===== src/ers_pkg.sv =====
package ers_pkg;

    // Sizing
    localparam int MAX_REPLICAS = 16;
    localparam int IDX_W        = $clog2(MAX_REPLICAS);
    localparam int CNT_W        = IDX_W + 1;
    localparam int CFG_W        = 5;
    localparam int ELITE_MAX    = (MAX_REPLICAS + 3) / 4;
    localparam int ELITE_W      = $clog2(ELITE_MAX + 1);
    localparam int ELITE_IDX_W  = (ELITE_MAX > 1) ? $clog2(ELITE_MAX) : 1;
    localparam int COST_W       = 32;
    localparam int SUM_W        = COST_W + 1;
    localparam int KEY_W        = SUM_W + 1;
    localparam int ENERGY_W     = 32;
    localparam int RANK_W       = KEY_W + ENERGY_W;
    localparam int FIFO_DEPTH   = 2;

    localparam logic [CFG_W-1:0] CFG_COUNT_RESET = CFG_W'(8);

    // Input transaction
    typedef struct packed {
        logic                       is_valid_solution;
        logic [COST_W-1:0]          overlap_cost;
        logic [COST_W-1:0]          boundary_cost;
        logic signed [ENERGY_W-1:0] total_energy;
    } t_item;

    // Result transaction
    typedef struct packed {
        logic [IDX_W-1:0] victim_index;
        logic [IDX_W-1:0] source_index;
        logic             final_pair;
    } t_result;

    // Classified record passed from front to back.
    // rank_key compares as unsigned: {infeasible, penalty sum, energy with sign flipped}
    typedef struct packed {
        logic [RANK_W-1:0] rank_key;
        logic [IDX_W-1:0]  idx;
        logic              last;
    } t_rec;

    // Effective replica count: zero acts as one, clipped to the table size
    function automatic logic [CNT_W-1:0] eff_count(input logic [CFG_W-1:0] raw);
        logic [CFG_W+CNT_W-1:0] ext;
        logic [CNT_W-1:0]       res;
        ext = (CFG_W+CNT_W)'(raw);
        if (ext == '0) begin
            res = CNT_W'(1);
        end else if (ext > (CFG_W+CNT_W)'(MAX_REPLICAS)) begin
            res = CNT_W'(MAX_REPLICAS);
        end else begin
            res = ext[CNT_W-1:0];
        end
        return res;
    endfunction

    // Elite size: ceil(count / 4)
    function automatic logic [ELITE_W-1:0] elite_count(input logic [CNT_W-1:0] cnt);
        logic [CNT_W:0] sum;
        logic [CNT_W:0] quo;
        sum = {1'b0, cnt} + (CNT_W+1)'(3);
        quo = sum >> 2;
        return quo[ELITE_W-1:0];
    endfunction

endpackage


===== src/ers_front.sv =====
module ers_front (
    input  logic                       i_clk,
    input  logic                       i_rst_n,
    input  logic                       i_accept,
    input  ers_pkg::t_item             i_item,
    input  logic [ers_pkg::CNT_W-1:0]  i_count,
    output logic                       o_push,
    output ers_pkg::t_rec              o_rec
);
    import ers_pkg::*;

    logic [IDX_W-1:0] r_load_count;
    logic [IDX_W-1:0] n_load_count;
    logic [SUM_W-1:0] pen_sum;
    logic [CNT_W-1:0] slot_next;
    logic             close_round;

    // Penalty sum is exact at 33 bits
    assign pen_sum = SUM_W'(i_item.overlap_cost) + SUM_W'(i_item.boundary_cost);

    // Round closes when this slot fills the configured count
    assign slot_next   = CNT_W'(r_load_count) + CNT_W'(1);
    assign close_round = (slot_next >= i_count);

    always_comb begin
        n_load_count = r_load_count;
        if (i_accept) begin
            n_load_count = close_round ? '0 : slot_next[IDX_W-1:0];
        end
    end

    always_ff @(posedge i_clk) begin
        if (!i_rst_n) begin
            r_load_count <= '0;
        end else begin
            r_load_count <= n_load_count;
        end
    end

    // Classify the record into one unsigned rank key
    assign o_push        = i_accept;
    assign o_rec.rank_key = {~i_item.is_valid_solution, pen_sum,
                             ~i_item.total_energy[ENERGY_W-1],
                             i_item.total_energy[ENERGY_W-2:0]};
    assign o_rec.idx     = r_load_count;
    assign o_rec.last    = close_round;

endmodule


===== src/ers_fifo.sv =====
module ers_fifo (
    input  logic           i_clk,
    input  logic           i_rst_n,
    input  logic           i_push,
    input  ers_pkg::t_rec  i_rec,
    input  logic           i_pop,
    output logic           o_full,
    output logic           o_empty,
    output ers_pkg::t_rec  o_rec
);
    import ers_pkg::*;

    localparam int PTR_W = (FIFO_DEPTH > 1) ? $clog2(FIFO_DEPTH) : 1;
    localparam int OCC_W = $clog2(FIFO_DEPTH + 1);

    t_rec             r_mem [FIFO_DEPTH];
    logic [PTR_W-1:0] r_wr_ptr;
    logic [PTR_W-1:0] r_rd_ptr;
    logic [OCC_W-1:0] r_occ;
    logic             do_push;
    logic             do_pop;

    assign o_full  = (r_occ == OCC_W'(FIFO_DEPTH));
    assign o_empty = (r_occ == '0);
    assign do_push = i_push && !o_full;
    assign do_pop  = i_pop && !o_empty;
    assign o_rec   = r_mem[r_rd_ptr];

    // Pointers and occupancy
    always_ff @(posedge i_clk) begin
        if (!i_rst_n) begin
            r_wr_ptr <= '0;
            r_rd_ptr <= '0;
            r_occ    <= '0;
        end else begin
            if (do_push) begin
                r_wr_ptr <= (r_wr_ptr == PTR_W'(FIFO_DEPTH - 1)) ? '0 : r_wr_ptr + PTR_W'(1);
            end
            if (do_pop) begin
                r_rd_ptr <= (r_rd_ptr == PTR_W'(FIFO_DEPTH - 1)) ? '0 : r_rd_ptr + PTR_W'(1);
            end
            if (do_push && !do_pop) begin
                r_occ <= r_occ + OCC_W'(1);
            end else if (do_pop && !do_push) begin
                r_occ <= r_occ - OCC_W'(1);
            end
        end
    end

    // Storage
    always_ff @(posedge i_clk) begin
        if (do_push) begin
            r_mem[r_wr_ptr] <= i_rec;
        end
    end

endmodule


===== src/ers_back.sv =====
module ers_back (
    input  logic                       i_clk,
    input  logic                       i_rst_n,
    input  logic                       i_rec_valid,
    input  ers_pkg::t_rec              i_rec,
    input  logic [ers_pkg::CNT_W-1:0]  i_count,
    output logic                       o_pop,
    output logic                       o_strobe,
    output ers_pkg::t_result           o_result
);
    import ers_pkg::*;

    localparam logic [1:0] ST_SORT = 2'd0;
    localparam logic [1:0] ST_PACK = 2'd1;
    localparam logic [1:0] ST_EMIT = 2'd2;

    logic [1:0]         r_state;
    logic [1:0]         n_state;
    logic [CNT_W-1:0]   r_fill;
    logic [CNT_W-1:0]   r_wptr;
    logic [CNT_W-1:0]   r_emit;
    logic               r_strobe;
    t_result            r_result;

    // Sorted row of cells
    logic [RANK_W-1:0]  r_srt_key [MAX_REPLICAS];
    logic [IDX_W-1:0]   r_srt_idx [MAX_REPLICAS];
    // Elite ring and victim line in rank order
    logic [IDX_W-1:0]   r_elite   [ELITE_MAX];
    logic [IDX_W-1:0]   r_victim  [MAX_REPLICAS];

    logic [ELITE_W-1:0] elite_k;
    logic [CNT_W-1:0]   victim_n;
    logic [MAX_REPLICAS-1:0] ins;
    logic               do_insert;
    logic               do_pack;
    logic               pack_keep;
    logic               do_emit;

    assign elite_k  = elite_count(i_count);
    assign victim_n = i_count - CNT_W'(elite_k);

    // Per-cell insert position: first cell the new record beats, or the fill point
    always_comb begin
        for (int j = 0; j < MAX_REPLICAS; j++) begin
            ins[j] = ((i_rec.rank_key < r_srt_key[j]) && (CNT_W'(j) < r_fill))
                     || (CNT_W'(j) == r_fill);
        end
    end

    assign do_insert = (r_state == ST_SORT) && i_rec_valid;
    assign o_pop     = do_insert;
    assign do_pack   = (r_state == ST_PACK) && (r_fill != '0);
    assign pack_keep = (CNT_W'(r_srt_idx[0]) < i_count);
    assign do_emit   = (r_state == ST_EMIT) && (r_emit != victim_n);

    // Sequencer
    always_comb begin
        n_state = r_state;
        unique case (r_state)
            ST_SORT: begin
                if (do_insert && i_rec.last) begin
                    n_state = ST_PACK;
                end
            end
            ST_PACK: begin
                if (r_fill == '0) begin
                    n_state = ST_EMIT;
                end
            end
            ST_EMIT: begin
                if (r_emit == victim_n) begin
                    n_state = ST_SORT;
                end
            end
            default: n_state = ST_SORT;
        endcase
    end

    always_ff @(posedge i_clk) begin
        if (!i_rst_n) begin
            r_state  <= ST_SORT;
            r_fill   <= '0;
            r_wptr   <= '0;
            r_emit   <= '0;
            r_strobe <= 1'b0;
        end else begin
            r_state  <= n_state;
            r_strobe <= do_emit;
            if (do_insert) begin
                r_fill <= r_fill + CNT_W'(1);
                r_wptr <= '0;
            end else if (do_pack) begin
                r_fill <= r_fill - CNT_W'(1);
                if (pack_keep) begin
                    r_wptr <= r_wptr + CNT_W'(1);
                end
            end
            if (r_state == ST_PACK) begin
                r_emit <= '0;
            end else if (do_emit) begin
                r_emit <= r_emit + CNT_W'(1);
            end
        end
    end

    // Sorted row: insertion shifts right, packing shifts left
    always_ff @(posedge i_clk) begin
        for (int j = 0; j < MAX_REPLICAS; j++) begin
            if (do_insert && ins[j]) begin
                if (j > 0 && ins[(j > 0) ? j - 1 : 0]) begin
                    r_srt_key[j] <= r_srt_key[(j > 0) ? j - 1 : 0];
                    r_srt_idx[j] <= r_srt_idx[(j > 0) ? j - 1 : 0];
                end else begin
                    r_srt_key[j] <= i_rec.rank_key;
                    r_srt_idx[j] <= i_rec.idx;
                end
            end else if (do_pack && j < MAX_REPLICAS - 1) begin
                r_srt_key[j] <= r_srt_key[(j < MAX_REPLICAS - 1) ? j + 1 : j];
                r_srt_idx[j] <= r_srt_idx[(j < MAX_REPLICAS - 1) ? j + 1 : j];
            end
        end
    end

    // Elite ring: filled while packing, rotated over the elite size while emitting
    always_ff @(posedge i_clk) begin
        for (int j = 0; j < ELITE_MAX; j++) begin
            if (do_pack && pack_keep && r_wptr == CNT_W'(j)) begin
                r_elite[j] <= r_srt_idx[0];
            end else if (do_emit) begin
                if (ELITE_W'(j + 1) == elite_k) begin
                    r_elite[j] <= r_elite[0];
                end else begin
                    r_elite[j] <= r_elite[(j + 1) % ELITE_MAX];
                end
            end
        end
    end

    // Victim line: filled past the elite while packing, shifted while emitting
    always_ff @(posedge i_clk) begin
        for (int j = 0; j < MAX_REPLICAS; j++) begin
            if (do_pack && pack_keep && r_wptr == CNT_W'(j) + CNT_W'(elite_k)) begin
                r_victim[j] <= r_srt_idx[0];
            end else if (do_emit && j < MAX_REPLICAS - 1) begin
                r_victim[j] <= r_victim[(j < MAX_REPLICAS - 1) ? j + 1 : j];
            end
        end
    end

    // Result register
    always_ff @(posedge i_clk) begin
        if (do_emit) begin
            r_result.victim_index <= r_victim[0];
            r_result.source_index <= r_elite[0];
            r_result.final_pair   <= (r_emit + CNT_W'(1) == victim_n);
        end
    end

    assign o_strobe = r_strobe;
    assign o_result = r_result;

endmodule


===== src/elite_rank_resample_select_core.sv =====
// Channel   | Signals                       | Handshake
// ----------+-------------------------------+-------------------------------------
// score in  | i_item                        | taken when start high and busy low
// config    | i_cfg_we, i_cfg_data          | written when i_cfg_we high
// pairs out | o_result                      | valid for one cycle with o_strobe
//
// Each record is classified combinationally and queued, then inserted into the sorted row
// while the back end is in its sort state. Closing a round packs the rank order, then emits the
// victim pairs, one pair per cycle on o_strobe. busy rises while the two-entry queue is
// full, as happens when records of the next round arrive during packing and emission.
// The receiver cannot stall the pairs.
// Reset (synchronous, active low) empties the queue, restarts loading at replica 0
// and sets the replica count to 8.
module elite_rank_resample_select_core (
    input  logic                         i_clk,
    input  logic                         i_rst_n,
    input  logic                         start,
    output logic                         busy,
    input  ers_pkg::t_item               i_item,
    input  logic                         i_cfg_we,
    input  logic [ers_pkg::CFG_W-1:0]    i_cfg_data,
    output logic                         o_strobe,
    output ers_pkg::t_result             o_result
);
    import ers_pkg::*;

    logic [CFG_W-1:0] r_cfg_count;
    logic [CNT_W-1:0] count;
    logic             accept;
    logic             push;
    t_rec             front_rec;
    t_rec             queue_rec;
    logic             queue_full;
    logic             queue_empty;
    logic             pop;

    // Configuration register
    always_ff @(posedge i_clk) begin
        if (!i_rst_n) begin
            r_cfg_count <= CFG_COUNT_RESET;
        end else if (i_cfg_we) begin
            r_cfg_count <= i_cfg_data;
        end
    end

    assign count  = eff_count(r_cfg_count);
    assign busy   = queue_full;
    assign accept = start && !queue_full;

    ers_front u_front (
        .i_clk    (i_clk),
        .i_rst_n  (i_rst_n),
        .i_accept (accept),
        .i_item   (i_item),
        .i_count  (count),
        .o_push   (push),
        .o_rec    (front_rec)
    );

    ers_fifo u_fifo (
        .i_clk   (i_clk),
        .i_rst_n (i_rst_n),
        .i_push  (push),
        .i_rec   (front_rec),
        .i_pop   (pop),
        .o_full  (queue_full),
        .o_empty (queue_empty),
        .o_rec   (queue_rec)
    );

    ers_back u_back (
        .i_clk       (i_clk),
        .i_rst_n     (i_rst_n),
        .i_rec_valid (!queue_empty),
        .i_rec       (queue_rec),
        .i_count     (count),
        .o_pop       (pop),
        .o_strobe    (o_strobe),
        .o_result    (o_result)
    );

endmodule


===== config.mk =====
export PLATFORM = sky130hd
export DESIGN_NAME = elite_rank_resample_select_core
export DESIGN_NICKNAME = d
export VERILOG_FILES = /design/src/ers_pkg.sv /design/src/ers_front.sv /design/src/ers_fifo.sv /design/src/ers_back.sv /design/src/elite_rank_resample_select_core.sv
export SDC_FILE = /design/constraint.sdc
export NUM_CORES = 2
export LEC_CHECK = 0
export ABC_AREA = 1
export BUFFER_PORTS_ARGS = -buffer_cell sky130_fd_sc_hd__clkbuf_2
export CAP_MARGIN = 20
export CORE_ASPECT_RATIO = 0.8
export CORE_UTILIZATION = 50
export DETAILED_ROUTE_END_ITERATION = 16
export GPL_TIMING_DRIVEN = 0
export MAX_ROUTING_LAYER = met4
export PLACE_DENSITY = 0.65
export SETUP_SLACK_MARGIN = 0.4
export SLEW_MARGIN = 20
export SYNTH_ARGS = -nofsm -noshare
export SYNTH_HDL_FRONTEND = slang
export SYNTH_HIERARCHICAL = 1
export SYNTH_SLANG_ARGS = --single-unit

===== constraint.sdc =====
create_clock -name i_clk -period 23.4 [get_ports i_clk]
set_input_delay 3.51 -clock i_clk [delete_from_list [all_inputs] [get_ports i_clk]]
set_output_delay 3.51 -clock i_clk [all_outputs]
set_load 0.02 [all_outputs]

==> out/results.txt <==
Max-cap violations: 0
Total wire length: 477000 um
Reg area: 41200 um2
Post-synth EDFFs: 1351
Tmin final: 8.01 ns
Hold Fails Final Rpt: 0
Die Wd: 511 um
Layout Nets: 15000
Max_slew headroom: 6.59%
Post-synthesis cell count: 13500
Area share of the leading cell type in the synthesized netlist: 39.1%
Initial antenna violation count: 43
Syn. warnings: 6
Net switching power: 7740 uW
Num rows: 149
CP Capture Point: u_back/r_srt_key[0][111]
Final setup fails: 0
Vias: 103000
Yosys cell types: 53
Max frequency: 125 MHz
Largest net degree at the start of global routing: 53
Vias in the first global route: 95500
Share of flip-flops with an asynchronous set or reset: 0%
Via density: 6.16
Leakage: 0.0526 uW
Setup bufs post-CTS: 0
TritonCTS Sinks: 1383
Worst setup EP type: flop
Resize count post-CTS: 0
Most frequent cell after synthesis: nand2_1
Setup CP Type: flop to flop
Setup TNS: 0 ns
Cell area after synthesis: 104000 um2
Iteration-0 DRC Markers: 15100
Remaining Overflow, GRT: 0
Area Overhead vs Synth: 11.7%
Critical Path Start Type: flop
Yosys reg bits: 1383
Worst VDD drop: 0.000106 V
Antenna-violating nets left: 0
1st-pass router iterations: 9
Routability cong.: 1.05
FF-to-FF setup slack: 15.39 ns
Most used DFF post-synth: edfxtp_1
All-Layer GR Usage: 45.7%
Initial Util: 50.3%
Unrepaired setup endpoints after global routing: false
Hold crit path type: flop to flop
CP Data Arrival Time: 8.59 ns
R2r endpoint: u_back/r_srt_key[0][111]
Worst Path Required: 23.98 ns
Seq/Total Area, Yosys: 39.8%
R2R cell count: 19
Bufs on Longest Clock Path: 3
Syn nets: 14700
Hold Crit Depth: 0
Multi-input logic area: 53300 um2
Sw frac: 50.9%
Clock Latency Late Sink: 0.88 ns
Routed met3 length: 74900 um
Sequential Power Share: 25.5%
Int Power: 7480 uW
Comb pwr share: 56.7%
Total power divided by cell area: 131 nW/um2
Final worst slack: 15.39 ns
Placeable Area: 206000 um2
Pre-CTS setup slack: 16.09 ns
Final Skew: 0.0572 ns
First-pass GRT wire length: 668000 um
Ranking of synthesized cells by area: edfxtp_1 (39%), ha_1 (13%), nand2_1 (13%), nand3_1 (7.0%), inv_1 (5.8%)
CTS Buf Count: 161
Clock transition at path regs: 0.06 ns
Hold-fix buffers, CTS: 0
Wire per inst: 28.5 um
Detail Placement HPWL: 377000 um
Final Max Slew Viols: 0
Status: complete, no violations
Slew @ Worst Pin: 1.40 ns
CP Max Fanout: 22
Routed wl met2: 187000 um
Synth top cells by count: nand2_1 (3632), inv_1 (1596), nand3_1 (1440)
DR top layer: met4
Mean area per synthesized cell: 7.69 um2
CTS tree: done
Layout cell share with drive strength beyond 1: 5.82%
Ports: 117
Yosys top cell by area: edfxtp_1
CTS HTree Levels: 4
Buffers on Ports: 85
Clock root cell: clkbuf_16
Wl on met1: 187000 um
Die height: 409 um
Period utilization: 34.2%
Fillers: 19500
Die area: 209000 um2
DRC: 0
Clock network fraction of design power: 17.8%
## flip-flops by register name, summed over array words and instances (netlist names), named ones only
| register | flops |
|---|---|
| u_back/r_fill | 5 |
| u_fifo/r_wr_ptr | 1 |
| u_back/r_wptr | 5 |
| u_back/o_strobe | 1 |
| r_cfg_count | 5 |
| u_back/r_state | 2 |
| u_fifo/r_mem | 142 |
| u_fifo/r_occ | 2 |
| u_back/o_result | 9 |
| u_back/r_emit | 5 |
| u_back/r_srt_key | 1056 |
| u_back/r_elite | 16 |
| u_fifo/r_rd_ptr | 1 |
| u_front/r_load_count | 4 |
| u_back/r_victim | 64 |
| u_back/r_srt_idx | 64 |
## per-layer routing
metal  global-route usage [%]  vias to the layer above
met5                        -                        -
met4                     23.2                        0
met3                     18.0                     1123
met2                     61.0                     6998
met1                     59.2                    48900
li1                         -                    46100
## per-stage QoR
step | instance area [um2] | util (%) | power [uW] | cells | hold slack, ns
after floorplan | 104000 | - | 8630 | 13500 | 0.400
after global placement | 107000 | 52.2 | 11700 | 16300 | 0.407
after detailed placement | 110000 | 53.5 | 12100 | 16400 | 0.408
after CTS | 116000 | 56.1 | 14800 | 16700 | 0.424
after global routing | 116000 | 56.2 | 15900 | 16700 | 0.427
final | 116000 | 56.2 | 15200 | 16700 | 0.421
## critical path: stages (launching register included)
cell and delay [ns]:
dfxtp_1 0.32, buf_6 0.24, buf_12 0.18, mux2_4 0.49, ha_1 0.40, nand2_1 0.08, nor2_1 0.48, a21boi_0 0.98
nand4_1 0.55, nor2_1 0.22, nor2_1 0.07, nand2_1 0.06, nand2_1 0.62, buf_2 0.73, inv_2 0.87, buf_2 0.41
o21ai_4 0.20, buf_16 0.26, buf_16 0.19, buf_16 0.18
## power groups by stage
stage | registers, uW | clock network, uW | logic (uW)
detailed placement | 3920 | 0 | 8170
CTS | 3870 | 2710 | 8200
finish | 3890 | 2710 | 8630
global route | 3920 | 2790 | 9160
floorplan | 3930 | 0 | 4700
global placement | 4140 | 0 | 7590
## cell families (layout without fill, tap and decap cells)
kind of cell | count (synthesis) | in the layout | synth area share, %
compound gates | 1000 | 1000 | 5.13
mux | 71 | 71 | 1.02
buf+inv | 2405 | 2879 | 9.10
flops | 1383 | 1383 | 39.8
xor+xnor | 44 | 44 | 0.372
simple gates | 7454 | 7454 | 31.1
fa+ha+maj | 1114 | 1114 | 13.5
other cells | 0 | 78 | 0
## worst min-delay path by stage
stage	start	endpoint	slack (ns)
2_1_floorplan	u_back/r_victim[0][0]	u_back/o_result[5]	0.40
3_3_place_gp	u_back/r_victim[0][2]	u_back/o_result[7]	0.41
3_5_place_dp	u_back/r_victim[0][0]	u_back/o_result[5]	0.41
4_1_cts	u_back/r_victim[0][0]	u_back/o_result[5]	0.42
5_1_grt	u_back/r_victim[0][2]	u_back/o_result[7]	0.43
6_report	u_back/r_victim[0][2]	u_back/o_result[7]	0.42
## placed cells by master, fill, tap and decap left out, types with 12 or more instances in the layout
cell / synthesis / final
nand2_1: 3632 / 3625
inv_1: 1596 / 1596
nand3_1: 1440 / 1436
nor2_1: 1388 / 1384
edfxtp_1: 1351 / 1351
ha_1: 1112 / 1112
nand4_1: 856 / 856
clkbuf_1: 593 / 583
a21oi_1: 479 / 478
o21ai_0: 377 / 364
clkbuf_16: 0 / 162
buf_2: 132 / 132
clkbuf_2: 0 / 120
diode_2: 0 / 78
buf_16: 0 / 75
mux2_4: 70 / 70
nor3_1: 47 / 44
a21o_1: 40 / 40
o21a_1: 37 / 37
xor2_1: 34 / 34
buf_4: 33 / 34
clkinv_1: 3 / 33
dfxtp_1: 32 / 32
clkinv_2: 0 / 31
nand2_2: 24 / 29
o21ai_1: 27 / 28
buf_1: 23 / 23
bufinv_16: 0 / 21
buf_12: 7 / 19
inv_2: 17 / 17
nand3_2: 9 / 13
o21ai_4: 0 / 12
## area by class of cell
cell class              instances  area share (%)
diodes                         78           0.169
plain buffers                 789            2.96
clock buffers                 193            3.64
clock inverters               104            1.04
inverters                    1616            5.24
multi-input cells            9683            46.0
flip-flops and latches       1383            35.6
well taps                    2718            2.94
repair buffers                177            2.40
Note: power is estimated with default switching activity, not from simulation.
